$ cat config.mk
export PLATFORM = sky130hd
export DESIGN_NAME = sbsvm_alu
export DESIGN_NICKNAME = d
export VERILOG_FILES = /design/src/rtl/core/sbsvm_pkg.sv /design/src/rtl/core/sbsvm_alu.sv
export SDC_FILE = /design/constraint.sdc
export NUM_CORES = 1
export LEC_CHECK = 0
export BUFFER_PORTS_ARGS = -buffer_cell sky130_fd_sc_hd__buf_2
export CAP_MARGIN = 20
export CORE_ASPECT_RATIO = 1.2
export CORE_MARGIN = 4
export CORE_UTILIZATION = 40
export DETAILED_ROUTE_END_ITERATION = 12
export SYNTH_ARGS = -nofsm -noshare
export SYNTH_HDL_FRONTEND = slang
export SYNTH_SLANG_ARGS = --single-unit
$ cat constraint.sdc
create_clock -name clk -period 3.8 [get_ports clk]
set_clock_uncertainty 0.05 [all_clocks]
set_input_delay 0 -clock clk [delete_from_list [all_inputs] [get_ports clk]]
set_output_delay 0 -clock clk [all_outputs]
set_load 0.05 [all_outputs]
$ cat src/rtl/core/sbsvm_pkg.sv
`timescale 1ns / 1ps
// ----------------------------------------------------------------------------
// sbsvm_pkg
// Shared constants for the 16-bit stack processor core.
// ----------------------------------------------------------------------------
package sbsvm_pkg;

	localparam int unsigned MemWordsDefault   = 65536;
	localparam int unsigned StackDepthDefault = 256;

	localparam logic [2:0] StOk     = 3'd0;
	localparam logic [2:0] StNotReg = 3'd1;
	localparam logic [2:0] StEmpty  = 3'd2;
	localparam logic [2:0] StUnimpl = 3'd3;
	localparam logic [2:0] StFull   = 3'd4;

	localparam logic [15:0] OpHalt = 16'd0;
	localparam logic [15:0] OpSet  = 16'd1;
	localparam logic [15:0] OpPush = 16'd2;
	localparam logic [15:0] OpPop  = 16'd3;
	localparam logic [15:0] OpEq   = 16'd4;
	localparam logic [15:0] OpGt   = 16'd5;
	localparam logic [15:0] OpJmp  = 16'd6;
	localparam logic [15:0] OpJt   = 16'd7;
	localparam logic [15:0] OpJf   = 16'd8;
	localparam logic [15:0] OpAdd  = 16'd9;
	localparam logic [15:0] OpMult = 16'd10;
	localparam logic [15:0] OpMod  = 16'd11;
	localparam logic [15:0] OpAnd  = 16'd12;
	localparam logic [15:0] OpOr   = 16'd13;
	localparam logic [15:0] OpNot  = 16'd14;
	localparam logic [15:0] OpRmem = 16'd15;
	localparam logic [15:0] OpWmem = 16'd16;
	localparam logic [15:0] OpCall = 16'd17;
	localparam logic [15:0] OpRet  = 16'd18;
	localparam logic [15:0] OpOut  = 16'd19;
	localparam logic [15:0] OpIn   = 16'd20;
	localparam logic [15:0] OpNoop = 16'd21;

	localparam logic ItemLoad = 1'b0;

	// number of operand words fetched after the opcode word
	function automatic logic [1:0] operand_count(input logic [15:0] op);
		logic [1:0] n;
		n = 2'd0;
		unique case (op)
			OpSet, OpJt, OpJf, OpNot, OpRmem, OpWmem: n = 2'd2;
			OpPush, OpPop, OpJmp, OpCall, OpOut, OpIn: n = 2'd1;
			OpEq, OpGt, OpAdd, OpMult, OpMod, OpAnd, OpOr: n = 2'd3;
			default: n = 2'd0;
		endcase
		return n;
	endfunction

	function automatic logic is_reg(input logic [15:0] w);
		return w[15:3] == 13'h1000;
	endfunction

endpackage

$ cat src/rtl/core/sbsvm_alu.sv
`timescale 1ns / 1ps
// ----------------------------------------------------------------------------
// sbsvm_alu
// Shared arithmetic unit: registered ops plus a bit-serial 16-bit modulo.
// ----------------------------------------------------------------------------
module sbsvm_alu
	import sbsvm_pkg::*;
(
	input  logic        clk,
	input  logic        arst_n,
	input  logic        go,
	input  logic [15:0] op,
	input  logic [15:0] x,
	input  logic [15:0] y,
	output logic        done,
	output logic [15:0] r
);

	logic [15:0] rem_q;
	logic [15:0] quo_q;
	logic [15:0] y_q;
	logic [4:0]  cnt_q;
	logic        busy_q;
	logic [16:0] trial;
	logic [31:0] prod;
	logic [16:0] sum;

	assign trial = {rem_q, quo_q[15]} - {1'b0, y_q};
	assign prod  = x * y;
	assign sum   = {1'b0, x} + {1'b0, y};

	always_ff @(posedge clk or negedge arst_n) begin
		if (!arst_n) begin
			busy_q <= 1'b0;
			cnt_q  <= '0;
			done   <= 1'b0;
			r      <= '0;
			rem_q  <= '0;
			quo_q  <= '0;
			y_q    <= '0;
		end else begin
			done <= 1'b0;
			if (busy_q) begin
				quo_q <= {quo_q[14:0], 1'b0};
				if (!trial[16]) rem_q <= trial[15:0];
				else rem_q <= {rem_q[14:0], quo_q[15]};
				cnt_q <= cnt_q - 5'd1;
				if (cnt_q == 5'd1) begin
					busy_q <= 1'b0;
					done   <= 1'b1;
					r      <= (!trial[16]) ? trial[15:0] : {rem_q[14:0], quo_q[15]};
				end
			end else if (go) begin
				unique case (op)
					OpMod: begin
						if (y == 16'd0) begin
							r    <= '0;
							done <= 1'b1;
						end else begin
							busy_q <= 1'b1;
							cnt_q  <= 5'd16;
							rem_q  <= '0;
							quo_q  <= x;
							y_q    <= y;
						end
					end
					OpEq:   begin r <= {15'd0, x == y}; done <= 1'b1; end
					OpGt:   begin r <= {15'd0, x > y};  done <= 1'b1; end
					OpAdd:  begin r <= {1'b0, sum[14:0]};  done <= 1'b1; end
					OpMult: begin r <= {1'b0, prod[14:0]}; done <= 1'b1; end
					OpAnd:  begin r <= x & y; done <= 1'b1; end
					OpOr:   begin r <= x | y; done <= 1'b1; end
					OpNot:  begin r <= {1'b0, ~x[14:0]}; done <= 1'b1; end
					default: begin r <= x; done <= 1'b1; end
				endcase
			end
		end
	end

endmodule

==> impl_metrics.csv <==
group,metric,value,unit
run_status,status,"finished with violations",
run_status,violations,"setup timing",
routing,drt_iter0_drc,498,
placement,hpwl,24.95,mm
setup_path,crit_family,"adder cells",
floorplan,initial_core_util,0.4104,
global_routing,grt_pass1_vias,8834,
timing,clock.fmax,212.5,MHz
global_routing,antenna_found_initial,2,
synthesis,synthTopCellsByCount,"inv_1, nor2_1, ha_1",
setup_path,crit_type,"input port to flop",
cts,clockRootBuffer,"clkbuf_16",
synthesis,synth_cells,1135,
synthesis,yosysTopAreaCell,"dfrtp_1",
cts,cts.sinks,71,
timing,final.setup.tns,-6001,ps
routing,vias_per_cell,5.330,
timing,slew_violations,0,
timing,finalHoldViolCount,0,
timing,setup_ws,-906.5,ps
placement,gp_congestion,0.9240,
cells_and_area,drive_above_1_share,0.2738,
setup_path,crit_cells,23,
setup_path,startpoint_type,"input port",
synthesis,synth_edf_count,0,
timing,hold_slack,3.629,ps
global_routing,overflow,0,
power_and_ir_drop,p_int,3649,uW
synthesis,synth_ff_type,"dfrtp_1",
run,maxCapViolations,0,
timing,period_minus_slack,4707,ps
routing,first_pass_iters,4,
setup_path,path_buf_inv,8,
cts,numCtsBuffers,9,
timing,grt_setup_unrepaired,"true",
placement,preCtsSetupSlack,-1461,ps
routing,wl_per_cell,19.08,um
synthesis,yosysTopAreaCellShare,0.1909,
setup_path,worstPathCellList,"buf_8, clkinvlp_4, nor2_2, fa_1, inv_2, fa_1, inv_1, fa_1, inv_1, fa_1, inv_1, fa_1, inv_2, fa_1, inv_2, ha_4, and3_4, o311ai_4, nand3_2, o41ai_4, xnor2_2, a211oi_2, a211oi_1",
setup_path,path_max_fanout,6,
floorplan,ios,68,
worst_hold_path,min_path_type,"input port to flop",
power_and_ir_drop,p_clk_frac,0.137,
setup_path,crit_path_start,"x[9]",
power_and_ir_drop,combPwrFrac,0.738,
setup_path,path_common_cell,"fa_1",
synthesis,synth_seq_area_share,0.1909,
floorplan,core,22670,um^2
timing,tightest_slew,815.4,ps
synthesis,syn_area,9305,um^2
cts,clk_latency,330,ps
setup_path,crit_end,"r[14]$_DFFE_PN0P_",
synthesis,ys_warn_count,0,
timing,relSlewSlack,0.4564,
setup_path,reg2reg_to,"r[6]$_DFFE_PN0P_",
cells_and_area,area_delta_synth_final,29.69,%
power_and_ir_drop,switchingPower,2718,uW
routing,antenna_left,0,
cts,cts_tree,"done",
timing,setup_viol,9,
floorplan,rows,60,
floorplan,dieArea,25780,um^2
power_and_ir_drop,switching_share,0.4269,
setup_path,endpoint_kind,"flop",
synthesis,yosysUniqueCellTypes,76,
cells_and_area,nets,1547,
power_and_ir_drop,ir_drop,0.4538,mV
setup_path,arrival,4840,ps
floorplan,die_h,175.1,um
power_and_ir_drop,pwr-share-seq,0.124,
placement,portBuffers,67,
global_routing,grt_usage,0.2419,
synthesis,synth_nets,1365,
cts,clock_path_buffers,2,
routing,drc,0,
synthesis,yosysMostFrequentCell,"inv_1",
global_routing,grt_first_pass_wirelength,48.87,mm
synthesis,netlist_top_cells_area,"dfrtp_1, fa_1, ha_1",
routing,num_vias,8704,
setup_path,reg2reg_from,"quo_q[15]$_DFFE_PN0P_",
timing,period_share,1.239,
cells_and_area,fin_util,0.5323,
global_routing,grt_max_degree,50,
power_and_ir_drop,power.density,527.6,nW/um^2
setup_path,reg2regPathDepth,13,
setup_path,required,3930,ps
power_and_ir_drop,p_leak,0.005694,uW
synthesis,yosys_register_bits,71,
setup_path,slowest_delay,530,ps
synthesis,async_flop_share,1.000,
cts,clkTransAtPathRegs,50,ps
setup_path,cpMaxStageDelayCell,"fa_1",
synthesis,avgSynthCellArea,8.198,um^2
setup_path,rrSetupSlack,570,ps
cells_and_area,n_fill_cell,2184,
routing,routed_wl,31.15,mm
cts,htreeDepth,3,
floorplan,die_w,147.2,um
-- metal layers --
metal | track usage | part of all wire | vias to the layer above
li1 | - | - | 4196
met1 | 0.3126 | 0.43 | 4213
met2 | 0.4226 | 0.49 | 236
met3 | 0.02464 | 0.044 | 57
met4 | 0.08197 | 0.035 | 2
met5 | 0 | 0.00042 | -
-- power by group through the flow --
stage	clock (uW)	sequential, uW	combinational (uW)
floorplan	0	859	2460
global placement	0	805	3610
detailed placement	0	806	3670
CTS	887	793	4490
global route	927	795	5150
finish	874	793	4700
-- registers in the layout (all words and copies together) (netlist names) --
register / flops
quo_q: 16
r: 16
rem_q: 16
y_q: 16
cnt_q: 5
busy_q: 1
done: 1
-- placed cells by master, fill, tap and decap left out, types with 7 or more instances in the layout --
cell type,count
inv_1,133
buf_4,131
nor2_1,108
nand2_1,98
ha_1,90
o21ai_0,74
dfrtp_1,70
a21oi_1,68
fa_1,64
buf_2,56
xnor2_1,34
nand3_1,26
nor2_2,19
inv_2,17
ha_4,16
buf_6,16
a21o_1,15
xor2_1,13
mux2i_1,12
nor3_1,11
o21a_1,10
clkbuf_16,9
a31oi_1,8
nand2b_1,8
a211oi_1,8
o21bai_1,8
o211ai_1,8
nor4_1,7
-- how the worst min path moves through the flow --
stage	slack [ps]	to	cells past startpoint	start
finish	4	y_q[13]$_DFFE_PN0P_	4	y[13]
CTS	4	y_q[13]$_DFFE_PN0P_	4	y[13]
global placement	-120	quo_q[9]$_DFFE_PN0P_	1	arst_n
detailed placement	-120	quo_q[9]$_DFFE_PN0P_	1	arst_n
floorplan	-350	busy_q$_DFF_PN0_	0	arst_n
global route	40	y_q[13]$_DFFE_PN0P_	4	y[13]
-- final cells by class --
| class | instances | area, um^2 | share of cell area |
|---|---|---|---|
| Inverter | 166 | 695.7 | 0.05765 |
| Clock inverter | 3 | 42.54 | 0.003525 |
| Sequential cell | 71 | 1778 | 0.1473 |
| Clock buffer | 13 | 260.3 | 0.02157 |
| Tap cell | 310 | 387.9 | 0.03214 |
| Antenna cell | 1 | 2.502 | 0.0002074 |
| Timing Repair Buffer | 213 | 1599 | 0.1325 |
| Multi-Input combinational cell | 856 | 7302 | 0.6051 |
-- worst register-to-register path: stages, from the launching register on --
cell       delay [ps]
dfrtp_1           440
inv_1             100
ha_1              180
inv_1              60
fa_1              440
a211oi_2          330
o21bai_4          140
a31oi_4           220
o2111ai_1         170
o211ai_2          130
buf_12            200
mux2i_1           300
a221oi_1          160
a21o_1            200
-- stage by stage --
step | instances | power (uW) | area (um^2)
floorplan | 1135 | 3320 | 9620
global placement | 1595 | 4411 | 11070
detailed placement | 1595 | 4476 | 11070
CTS | 1625 | 6168 | 11900
global route | 1633 | 6869 | 12070
finish | 1633 | 6367 | 12070
-- repair_timing --
item                       CTS  global route
gates resized for setup     97            36
buffers inserted            11             9
hold buffers                 4             0
hold endpoints to repair    27             0
setup endpoints to repair    9             9
pin swaps                   50            29
-- cells by family after synthesis --
group           count (synthesis)  synth area share
compound gates                279            0.1983
fa+ha+maj                     179            0.2964
simple gates                  331            0.1603
flops                          71            0.1909
xor+xnor                       53           0.05136
buf+inv                       208           0.08700
mux                            14           0.01573
No activity file was read; power rests on OpenSTA's default activity.
